==> config.mk <==
export PLATFORM = sky130hd
export DESIGN_NAME = rgb_led_chain_serializer
export DESIGN_NICKNAME = d
export VERILOG_FILES = /design/src/hdl/rlcs_pkg.sv /design/src/hdl/rlcs_ram.sv /design/src/hdl/rgb_led_chain_serializer.sv
export SDC_FILE = /design/constraint.sdc
export NUM_CORES = 1
export LEC_CHECK = 0
export BUFFER_PORTS_ARGS = -buffer_cell sky130_fd_sc_hd__buf_2
export CAP_MARGIN = 25
export CORE_ASPECT_RATIO = 0.8
export CORE_MARGIN = 5
export CORE_UTILIZATION = 50
export DETAILED_ROUTE_END_ITERATION = 10
export GPL_TIMING_DRIVEN = 0
export PLACE_DENSITY = 0.74
export SETUP_SLACK_MARGIN = 0.5
export SYNTH_ARGS = -nofsm -noshare
export SYNTH_HDL_FRONTEND = slang
export SYNTH_SLANG_ARGS = --single-unit
==> constraint.sdc <==
create_clock -name i_clk -period 5.1 [get_ports i_clk]
set_input_delay 1.02 -clock i_clk [delete_from_list [all_inputs] [get_ports i_clk]]
set_output_delay 1.02 -clock i_clk [all_outputs]
set_load 0.05 [all_outputs]
==> src/hdl/rlcs_pkg.sv <==
// Shared types, codes and helpers for the RGB LED chain serializer.
`default_nettype none

package rlcs_pkg;

    localparam int COLOR_W   = 24;
    localparam int TICK_W    = 24;
    localparam int DUR_W     = 16;
    localparam int BIT_CNT_W = 5;
    localparam int CFG_IDX_W = 2;

    localparam logic [BIT_CNT_W-1:0] BIT_LAST = 5'd23;

    typedef enum logic [1:0] {
        PH_IDLE  = 2'd0,
        PH_HIGH  = 2'd1,
        PH_LOW   = 2'd2,
        PH_LATCH = 2'd3
    } t_phase;

    typedef enum logic [1:0] {
        REQ_SET_PIXEL = 2'd0,
        REQ_SET_ALL   = 2'd1,
        REQ_SHOW      = 2'd2,
        REQ_TICK      = 2'd3
    } t_req;

    localparam logic [CFG_IDX_W-1:0] CFG_SHORT_HIGH = 2'd0;
    localparam logic [CFG_IDX_W-1:0] CFG_LONG_HIGH  = 2'd1;
    localparam logic [CFG_IDX_W-1:0] CFG_LONG_LOW   = 2'd2;
    localparam logic [CFG_IDX_W-1:0] CFG_LATCH      = 2'd3;

    // a zero duration counts as one tick
    function automatic logic [TICK_W-1:0] at_least_one(input logic [TICK_W-1:0] v);
        at_least_one = (v == '0) ? TICK_W'(1) : v;
    endfunction

    function automatic logic [7:0] clamp8(input logic signed [15:0] v);
        if (v[15])
            clamp8 = 8'd0;
        else if (v[14:8] != '0)
            clamp8 = 8'hFF;
        else
            clamp8 = v[7:0];
    endfunction

endpackage

`default_nettype wire

==> src/hdl/rlcs_ram.sv <==
// Generic single-write, single-read RAM with registered read data.
`default_nettype none

module rlcs_ram #(
    parameter int WIDTH = 24,
    parameter int DEPTH = 3
) (
    input  wire logic                                   i_clk,
    input  wire logic                                   i_we,
    input  wire logic [(DEPTH > 1 ? $clog2(DEPTH) : 1)-1:0] i_waddr,
    input  wire logic [WIDTH-1:0]                       i_wdata,
    input  wire logic                                   i_re,
    input  wire logic [(DEPTH > 1 ? $clog2(DEPTH) : 1)-1:0] i_raddr,
    output logic      [WIDTH-1:0]                       o_rdata
);

    logic [WIDTH-1:0] r_mem [DEPTH];

    always_ff @(posedge i_clk) begin
        if (i_we) begin
            r_mem[i_waddr] <= i_wdata;
        end
        if (i_re) begin
            o_rdata <= r_mem[i_raddr];
        end
    end

endmodule

`default_nettype wire

==> src/hdl/rgb_led_chain_serializer.sv <==
// Top level: color store in RAM and one-wire bit timing for an RGB LED chain.
//
//  channel  | handshake                 | payload
//  ---------+---------------------------+-----------------------------------------
//  request  | i_in_valid / o_in_ready   | i_req_type i_pixel_index i_red i_green i_blue
//  result   | o_out_valid / i_out_ready | o_line_level o_busy_res o_accepted
//  config   | i_cfg_we                  | i_cfg_idx i_cfg_data
//
// One request beat per clock; a stalled result beat blocks new requests only until it
// is taken. Every request finishes in the cycle it is taken and its result beat sits
// in the output register the next cycle. The next pixel's color is prefetched from
// the RAM during the current pixel, so a pixel change never waits on the RAM. Reset
// clears the store at once through per-entry valid bits; no clearing pass.
`default_nettype none

module rgb_led_chain_serializer #(
    parameter int LED_COUNT = 3
) (
    input  wire logic                                i_clk,
    input  wire logic                                i_rst_n,
    input  wire logic                                i_in_valid,
    output logic                                     o_in_ready,
    input  wire logic [1:0]                          i_req_type,
    input  wire logic [7:0]                          i_pixel_index,
    input  wire logic signed [15:0]                  i_red,
    input  wire logic signed [15:0]                  i_green,
    input  wire logic signed [15:0]                  i_blue,
    output logic                                     o_out_valid,
    input  wire logic                                i_out_ready,
    output logic                                     o_line_level,
    output logic                                     o_busy_res,
    output logic                                     o_accepted,
    input  wire logic                                i_cfg_we,
    input  wire logic [rlcs_pkg::CFG_IDX_W-1:0]      i_cfg_idx,
    input  wire logic [rlcs_pkg::TICK_W-1:0]         i_cfg_data
);

    import rlcs_pkg::*;

    localparam int ADDR_W = (LED_COUNT > 1) ? $clog2(LED_COUNT) : 1;
    localparam logic [8:0] LED_CNT = 9'(LED_COUNT);

    // configuration
    logic [DUR_W-1:0]  r_short_high;
    logic [DUR_W-1:0]  r_long_high;
    logic [DUR_W-1:0]  r_long_low;
    logic [TICK_W-1:0] r_latch;

    // store bookkeeping: invalid entries read as the last set-all color
    logic [LED_COUNT-1:0] r_valid, n_valid;
    logic [COLOR_W-1:0]   r_global, n_global;
    logic [COLOR_W-1:0]   r_first, n_first;
    logic [COLOR_W-1:0]   r_next;
    logic                 r_rd_pend;
    logic [ADDR_W-1:0]    r_rd_addr;

    // serializer state
    t_phase               r_phase, n_phase;
    logic [TICK_W-1:0]    r_tick, n_tick;
    logic [COLOR_W-1:0]   r_shift, n_shift;
    logic [BIT_CNT_W-1:0] r_bit, n_bit;
    logic [7:0]           r_pix, n_pix;

    // result register
    logic r_out_valid, r_out_line, r_out_busy, r_out_acc;
    logic n_line, n_busy, n_acc;

    // RAM ports
    logic               ram_we, ram_re;
    logic [ADDR_W-1:0]  ram_waddr, ram_raddr;
    logic [COLOR_W-1:0] ram_wdata, ram_rdata;

    logic               accept;
    t_req               req;
    logic [COLOR_W-1:0] pix_word, all_word, start_word, shifted;
    logic [8:0]         pix_plus1, pix_plus2;

    assign o_in_ready = !r_out_valid || i_out_ready;
    assign accept     = i_in_valid && o_in_ready;
    assign req        = t_req'(i_req_type);

    assign pix_word  = {i_green[7:0], i_red[7:0], i_blue[7:0]};
    assign all_word  = {clamp8(i_green), clamp8(i_red), clamp8(i_blue)};
    assign shifted   = {r_shift[COLOR_W-2:0], 1'b0};
    assign pix_plus1 = {1'b0, r_pix} + 9'd1;
    assign pix_plus2 = {1'b0, r_pix} + 9'd2;

    rlcs_ram #(
        .WIDTH (COLOR_W),
        .DEPTH (LED_COUNT)
    ) u_color_ram (
        .i_clk   (i_clk),
        .i_we    (ram_we),
        .i_waddr (ram_waddr),
        .i_wdata (ram_wdata),
        .i_re    (ram_re),
        .i_raddr (ram_raddr),
        .o_rdata (ram_rdata)
    );

    // next state
    always_comb begin
        n_phase    = r_phase;
        n_tick     = r_tick;
        n_shift    = r_shift;
        n_bit      = r_bit;
        n_pix      = r_pix;
        n_valid    = r_valid;
        n_global   = r_global;
        n_first    = r_first;
        n_acc      = 1'b0;
        ram_we     = 1'b0;
        ram_waddr  = i_pixel_index[ADDR_W-1:0];
        ram_wdata  = pix_word;
        ram_re     = 1'b0;
        ram_raddr  = ADDR_W'(1);
        start_word = r_first;

        if (accept) begin
            if (req == REQ_TICK) begin
                if (r_phase != PH_IDLE) begin
                    if (r_tick > TICK_W'(1)) begin
                        n_tick = r_tick - TICK_W'(1);
                    end else begin
                        case (r_phase)
                            PH_HIGH: begin
                                n_phase = PH_LOW;
                                n_tick  = r_shift[COLOR_W-1] ?
                                          at_least_one(TICK_W'(r_long_high)) :
                                          at_least_one(TICK_W'(r_long_low));
                            end
                            PH_LOW: begin
                                n_bit   = r_bit + BIT_CNT_W'(1);
                                n_shift = shifted;
                                n_phase = PH_HIGH;
                                n_tick  = shifted[COLOR_W-1] ?
                                          at_least_one(TICK_W'(r_long_high)) :
                                          at_least_one(TICK_W'(r_short_high));
                                if (r_bit == BIT_LAST) begin
                                    n_bit = '0;
                                    if (pix_plus1 >= LED_CNT) begin
                                        n_phase = PH_LATCH;
                                        n_tick  = at_least_one(r_latch);
                                    end else begin
                                        n_pix   = pix_plus1[7:0];
                                        n_shift = r_next;
                                        n_tick  = r_next[COLOR_W-1] ?
                                                  at_least_one(TICK_W'(r_long_high)) :
                                                  at_least_one(TICK_W'(r_short_high));
                                        // prefetch the pixel after the one now starting
                                        ram_re    = (pix_plus2 < LED_CNT);
                                        ram_raddr = pix_plus2[ADDR_W-1:0];
                                    end
                                end
                            end
                            PH_LATCH: begin
                                n_phase = PH_IDLE;
                                n_tick  = '0;
                            end
                            default: begin
                                n_phase = PH_IDLE;
                            end
                        endcase
                    end
                end
            end else if (r_phase == PH_IDLE) begin
                n_acc = 1'b1;
                if (req == REQ_SET_PIXEL) begin
                    if ({1'b0, i_pixel_index} < LED_CNT) begin
                        ram_we = 1'b1;
                        n_valid[i_pixel_index[ADDR_W-1:0]] = 1'b1;
                        if (i_pixel_index == 8'd0) begin
                            n_first = pix_word;
                        end
                    end
                end else begin
                    if (req == REQ_SET_ALL) begin
                        n_global   = all_word;
                        n_valid    = '0;
                        n_first    = all_word;
                        start_word = all_word;
                    end
                    n_pix   = '0;
                    n_bit   = '0;
                    n_shift = start_word;
                    n_phase = PH_HIGH;
                    n_tick  = start_word[COLOR_W-1] ?
                              at_least_one(TICK_W'(r_long_high)) :
                              at_least_one(TICK_W'(r_short_high));
                    ram_re    = (LED_COUNT > 1);
                    ram_raddr = ADDR_W'(1);
                end
            end
        end
    end

    // result fields
    always_comb begin
        n_line = (n_phase == PH_HIGH);
        n_busy = (n_phase != PH_IDLE);
    end

    always_ff @(posedge i_clk) begin
        if (!i_rst_n) begin
            r_short_high <= 16'd30;
            r_long_high  <= 16'd60;
            r_long_low   <= 16'd90;
            r_latch      <= 24'd100000;
        end else if (i_cfg_we) begin
            case (i_cfg_idx)
                CFG_SHORT_HIGH: r_short_high <= i_cfg_data[DUR_W-1:0];
                CFG_LONG_HIGH:  r_long_high  <= i_cfg_data[DUR_W-1:0];
                CFG_LONG_LOW:   r_long_low   <= i_cfg_data[DUR_W-1:0];
                CFG_LATCH:      r_latch      <= i_cfg_data;
                default: begin
                end
            endcase
        end
    end

    always_ff @(posedge i_clk) begin
        if (!i_rst_n) begin
            r_phase     <= PH_IDLE;
            r_tick      <= '0;
            r_shift     <= '0;
            r_bit       <= '0;
            r_pix       <= '0;
            r_valid     <= '0;
            r_global    <= '0;
            r_first     <= '0;
            r_rd_pend   <= 1'b0;
            r_out_valid <= 1'b0;
        end else begin
            r_phase   <= n_phase;
            r_tick    <= n_tick;
            r_shift   <= n_shift;
            r_bit     <= n_bit;
            r_pix     <= n_pix;
            r_valid   <= n_valid;
            r_global  <= n_global;
            r_first   <= n_first;
            r_rd_pend <= ram_re;
            if (accept) begin
                r_out_valid <= 1'b1;
            end else if (i_out_ready) begin
                r_out_valid <= 1'b0;
            end
        end
    end

    // payload registers
    always_ff @(posedge i_clk) begin
        if (ram_re) begin
            r_rd_addr <= ram_raddr;
        end
        if (r_rd_pend) begin
            r_next <= r_valid[r_rd_addr] ? ram_rdata : r_global;
        end
        if (accept) begin
            r_out_line <= n_line;
            r_out_busy <= n_busy;
            r_out_acc  <= n_acc;
        end
    end

    assign o_out_valid  = r_out_valid;
    assign o_line_level = r_out_line;
    assign o_busy_res   = r_out_busy;
    assign o_accepted   = r_out_acc;

    a_bit_range: assert property (@(posedge i_clk) disable iff (!i_rst_n)
        r_bit <= BIT_LAST)
        else $error("bit counter past last bit of a pixel");

    a_pix_range: assert property (@(posedge i_clk) disable iff (!i_rst_n)
        {1'b0, r_pix} < LED_CNT)
        else $error("pixel counter beyond chain length");

    a_idle_tick: assert property (@(posedge i_clk) disable iff (!i_rst_n)
        (r_phase == PH_IDLE) |-> (r_tick == '0))
        else $error("tick counter running while idle");

    a_busy_tick: assert property (@(posedge i_clk) disable iff (!i_rst_n)
        (r_phase != PH_IDLE) |-> (r_tick != '0))
        else $error("active phase with empty tick counter");

endmodule

`default_nettype wire

Word level (Yosys, flattened, before mapping)
Memories as Yosys holds them, arrays and structs flattened. A register that Yosys moved wholly into a read port is not among the register bits.
Cells that the tools add are included.
Word-level totals
  flip-flop bits (word level): 217
  bits in writable memories: 72
  bits of input ports: 89
  output and inout bits: 5
  logic and storage cells: 179
  memories: 1
Memory list
  u_color_ram.r_mem: words 3, width 24, rd ports 1, clocked after memory_dff 1, wr ports 1, RTL line rlcs_ram.sv:17  | logic [WIDTH-1:0] r_mem [DEPTH];
Cells by class
  $add $sub $neg: 4
  $lt $le $gt $ge: 7
  equality and inequality tests: 19
  mux-type cells: 96
  bitwise gates (word level): 3
  reduce and logical (&&, ||, !) cells: 30
Operator list (number)
  $mux W24: 28
  $mux W8: 14
  $pmux W24 S3: 1
  $mux W16: 4
  $logic_not A16 Y1: 3
  $mux W5: 7
  $mux W2: 15
  $gt A24 B1 Y1 const B: 1
  $logic_not A24 Y1: 1
  $sub A24 B1 Y24 const B: 1
  $mux W1: 21
  $reduce_bool A7 Y1: 3
  $reduce_and A5 Y1: 4
  $eq A2 B2 Y1 const B: 5
  $ne A2 B1 Y1 const B: 5
  $reduce_bool A2 Y1: 5
  $add A8 B1 Y9 const B: 1
  $add A8 B2 Y9 const B: 1
  $ge A9 B2 Y1 const B: 1
  $lt A9 B2 Y1 const B: 1
  $mux W3: 3
  $eq A2 B1 Y1 const B: 4
  $logic_not A8 Y1: 1
  $lt A8 B2 Y1 const B: 1
  18 further kinds: 28

Longest topological paths before layout
  word-level depth: 12
  gate-level depth with buffers: 12
  gate-level depth less buffers: 9

Modules after synthesis
Synthesis repeated with hierarchy kept, for this count alone.
Second synthesis, totals
  cell total of the unflattened synthesis: 1633
  area, all modules: 15230.9 um^2
Modules (own cells, without submodules)
  rgb_led_chain_serializer: instances 1, cells an instance 1454, area each 11796.3 um^2, sequential area each 4634.4 um^2
  rlcs_ram: instances 1, cells an instance 179, area each 3434.5 um^2, sequential area each 2882.8 um^2

Least setup slack after synthesis
OpenSTA, ideal clock, no wires.
  kind: register to register
  start: register r_pix[1]
  end: register r_rd_addr[0] (enable)
  setup time: 0.418 ns
  data arrival time: 3.478 ns
  required time: 4.682 ns
  path slack: 1.205 ns
  cell stages (with the launch flop): 9
  path buffers: 0
  clock period less this slack: 3.895 ns
  cell sequence: dfxtp_1 > ha_1 > and4_1 > a21oi_1 > nand4b_1 > a211oi_1 > and2_1 > nand3b_1 > a21oi_1
On the way
  cells in the longest elaborated chain, start to end: 9
  elaborated cells on any way between the ends: 11
  classes of those cells: add/sub: 2; order compare: 2; mux: 7
Ends and longest elaborated chain
  start, declared: RTL line rgb_led_chain_serializer.sv:62  | logic [7:0] r_pix, n_pix;
  start signal, assigned: RTL line rgb_led_chain_serializer.sv:238  | r_pix <= n_pix;
  $add A8 B2 Y9 or $add A8 B1 Y9 (tied branches): RTL line rgb_led_chain_serializer.sv:86, rgb_led_chain_serializer.sv:85
  $lt A9 B2 Y1 or $ge A9 B2 Y1 (tied branches): RTL line rgb_led_chain_serializer.sv:151, rgb_led_chain_serializer.sv:141
  $mux W1 (*): RTL line rgb_led_chain_serializer.sv:141  | if (pix_plus1 >= LED_CNT) begin
  $mux W1 (*): RTL line rgb_led_chain_serializer.sv:139  | if (r_bit == BIT_LAST) begin
  $mux W1 (*): RTL line rgb_led_chain_serializer.sv:125  | case (r_phase)
  $mux W1 (*): RTL line rgb_led_chain_serializer.sv:122  | if (r_tick > TICK_W'(1)) begin
  $mux W1 (*): RTL line rgb_led_chain_serializer.sv:121  | if (r_phase != PH_IDLE) begin
  $mux W1 (*): RTL line rgb_led_chain_serializer.sv:120  | if (req == REQ_TICK) begin
  $mux W1 (*): RTL line rgb_led_chain_serializer.sv:119  | if (accept) begin
  via ram_re: RTL line rgb_led_chain_serializer.sv:69  | logic ram_we, ram_re;
  end signal, assigned: RTL line rgb_led_chain_serializer.sv:254  | r_rd_addr <= ram_raddr;
  end, declared: RTL line rgb_led_chain_serializer.sv:55  | logic [ADDR_W-1:0] r_rd_addr;
The timed path passes the listed nets; every way through them passes the cells marked *.
A chain may end at the register's enable or synchronous reset.

Worst setup path in the final report
  start: register r_tick[11]
  end: register u_color_ram.o_rdata[13] (read register of u_color_ram.r_mem) (data pin)
On the way
  cells in the longest elaborated chain, start to end: 5
  elaborated cells on any way between the ends: 9
  classes of those cells: order compare: 1; mux: 8
Ends and longest elaborated chain
  start, declared: RTL line rgb_led_chain_serializer.sv:59  | logic [TICK_W-1:0] r_tick, n_tick;
  start signal, assigned: RTL line rgb_led_chain_serializer.sv:235  | r_tick <= n_tick;
  $gt A24 B1 Y1 (*): RTL line rgb_led_chain_serializer.sv:122
  $mux W2 or $mux W1 (tied branches): RTL line rgb_led_chain_serializer.sv:122
  $mux W2 or $mux W1 (tied branches): RTL line rgb_led_chain_serializer.sv:121
  $mux W2 or $mux W1 (tied branches): RTL line rgb_led_chain_serializer.sv:120
  $mux W2 or $mux W1 (tied branches): RTL line rgb_led_chain_serializer.sv:119
  end, declared: RTL line rlcs_ram.sv:14  | output logic [WIDTH-1:0] o_rdata
Every way passes the cells marked *; elsewhere a longest branch is shown, timed or not.

==> flow_metrics.tcl <==
set metrics [dict create \
    synth_top_cell_by_area "dfxtp_1" \
    regToRegStartpoint "r_tick[11]$_SDFFE_PN0P_" \
    synth_fp_nets 1721 \
    max_freq_mhz 243.5 \
    post-route-drc-count 0 \
    grt_max_degree 25 \
    critPathTopFamily "simple AND/OR/NAND/NOR gates" \
    cap_violations 0 \
    peakVddDrop_mv 0.2317 \
    worst_pin_slew_ns 1.114 \
    insertion_delay_ns 0.54 \
    outcome "finished, final reports clean" \
    ys_dominant_reg_cell "dfxtp_1" \
    ys_top_cells_by_count "nand2_1, dfxtp_1, a21oi_1" \
    crit_path_max_fanout 10 \
    start_util_pct 50.81 \
    place_congestion 0.9983 \
    fillers 2598 \
    fin_crit_ns 4.107 \
    startpoint_type "flip-flop" \
    die_h_um 164.7 \
    ios 94 \
    ctsHoldBuffers 0 \
    io_buffer_count 88 \
    crit_path_end_kind "flip-flop" \
    post_route_cells_drive_above_1_share_pct 11.69 \
    synth.top_cell.area_share_pct 25.17 \
    cts.sinks 313 \
    hold_viol_final 0 \
    grtUsageTotal_pct 27.12 \
    die_w_um 203.3 \
    synth_warnings 0 \
    grt_pass1_vias 12290 \
    netlist_instances 1618 \
    final.setup.tns_ns 0 \
    cts_max_level 2 \
    wl_met3_mm 5.704 \
    finalSetupViolCount 0 \
    ys_ff_latch 313 \
    min_from "r_first[7]$_SDFFE_PN0P_" \
    final_util_pct 57.66 \
    dieArea_um2 33480 \
    clk_pin_slew_worst_paths_ns 0.06 \
    p_per_area_nw_per_um2 339.8 \
    relSlewSlack_pct 24.78 \
    cp_cell_sequence "nor4_1, nand2b_1, clkbuf_1, nor4_4, and3_1, buf_2, o2111ai_1, clkbuf_1, a22o_1, a21o_1" \
    routed_via_density 6.164 \
    hold_slack_ns 0.4502 \
    cts.path.max_buffers 3 \
    vias 13241 \
    met2_length_mm 18.82 \
    synthDistinctLibCells 73 \
    insertedDiodeCount 0 \
    core_um2 29430 \
    skew_ns 0.01777 \
    hold_class "flip-flop to flip-flop" \
    rows 56 \
    final_nets 1851 \
    ant_nets 0 \
    antenna_found_initial 0 \
    crit_required_ns 5.40 \
    cp_slowest_cell "nor4_1" \
    drt-wirelength-per-cell_um 21.66 \
    critical_path_arrival_ns 4.40 \
    p_leak_nw 6.435 \
    drt_iter0_markers 1607 \
    tritoncts "built" \
    path_common_cell "clkbuf_1" \
    async_flop_share_pct 0 \
    yosysMostFrequentCell "nand2_1" \
    cts_resized 0 \
    drt_first_pass_iters 6 \
    grt_first_pass_wirelength_mm 71.05 \
    synth_area_um2 14950 \
    area_delta_synth_final_pct 13.48 \
    m1WireLength_mm 20.91 \
    crit_buf_inv 3 \
    top_layer_used "met4" \
    synth_edf_count 125 \
    worstSetupPathType "flip-flop to flip-flop" \
    ys_seq_area_share_pct 50.28 \
    cts-root-buf "clkbuf_16" \
    cpPeakStageDelay_ns 0.73 \
    post_cts_buffers 0 \
    rsz0062_at_grt "no" \
    hpwlAfterDp_mm 33.24 \
    grt-ovfl-total 0 \
    crit_start "r_tick[11]$_SDFFE_PN0P_" \
    fin_crit_sh_pct 80.53 \
    synth.area.top_cells "dfxtp_1, edfxtp_1, nand2_1" \
    numCtsBuffers 34 \
    finalWirelength_mm 46.53 \
    slew_violations 0 \
    avgSynthCellArea_um2 9.241 \
]
## area by class of cell
cell class | instances | area, um2 | share of cell area (%)
sequential | 313 | 7517 | 44.30
inverter | 47 | 176.4 | 1.040
multi-input combinational | 1148 | 6810 | 40.14
tap | 377 | 471.7 | 2.780
buffer | 110 | 467.9 | 2.758
clock inverter | 10 | 76.32 | 0.4498
timing repair buffer | 94 | 540.5 | 3.186
clock buffer | 49 | 907.1 | 5.346
## per-stage QoR
step	power (mW)	cells	worst slack, ns	area [um2]
after global placement	3.491	2083	-0.7436	15860
after global routing	5.955	2148	0.9307	16970
after floorplan	3.251	1618	1.205	14950
after CTS	5.762	2148	1.174	16970
final	5.766	2148	0.9931	16970
after detailed placement	3.516	2089	0.7296	15980
## cells by family after synthesis
kind of cell	Yosys count	synth area share, %
simple gates	608	18.39
compound gates	392	16.79
mux	115	7.950
fa+ha+maj	14	1.172
xor+xnor	19	1.113
buf+inv	157	4.310
flops	313	50.28
## cell usage in the layout, fill, tap and decap left out, types with 10 or more instances in the layout
cell	Yosys	layout
mux2_2	30	30
edfxtp_1	125	125
and3_1	14	12
clkbuf_1	87	102
ha_1	14	14
or4_1	10	10
a21o_1	26	26
o211ai_1	14	14
xnor2_1	12	12
nor3_1	29	29
a211oi_1	12	12
nand3_1	53	53
a32o_1	21	21
clkbuf_16	0	34
nor2_1	50	50
a22o_1	24	24
nor4_1	29	28
mux2i_1	85	85
buf_2	8	98
nand2_1	377	377
o21ai_0	65	65
inv_1	46	46
a21oi_1	163	162
dfxtp_1	188	188
## flip-flops by register name (all words and copies together), names as in the netlist, 2 cells and up
name,count
r_long_low,16
r_global,24
r_first,24
r_bit,5
r_phase,2
r_short_high,16
r_tick,24
r_latch,24
r_rd_addr,2
u_color_ram.r_mem,72
r_long_high,16
r_shift,24
u_color_ram.o_rdata,24
r_next,24
r_valid,3
r_pix,8
## metal layers
layer,track usage [%],vias to the layer above
met4,7.263,0
met3,5.693,95
met2,38.25,792
met1,42.11,6270
li1,-,6084
met5,0,-
## tightest hold or removal path, delay by kind of cell (launching register included)
| kind | cells | cell delay, ns |
|---|---|---|
| compound gates | 1 | 0.05 |
| flops | 1 | 0.31 |
| simple gates | 1 | 0.05 |
## report_power, final
group          switching (mW)  internal [mW]  total, mW
registers              0.0757           2.68       2.76
logic                   0.489          0.249      0.738
clock network            1.02           1.25       2.27
total                    1.59           4.18       5.77
## worst paths after layout
kind / to / slack (ns) / depth (start not counted)
max: u_color_ram.o_rdata[13]$_DFFE_PP_ / 0.99 / 10
min: r_first[7]$_SDFFE_PN0P_ / 0.45 / 2
max reg2reg: u_color_ram.o_rdata[13]$_DFFE_PP_ / 0.99 / 10
min reg2reg: r_first[7]$_SDFFE_PN0P_ / 0.45 / 2
Power figures use the tool's default switching activity.
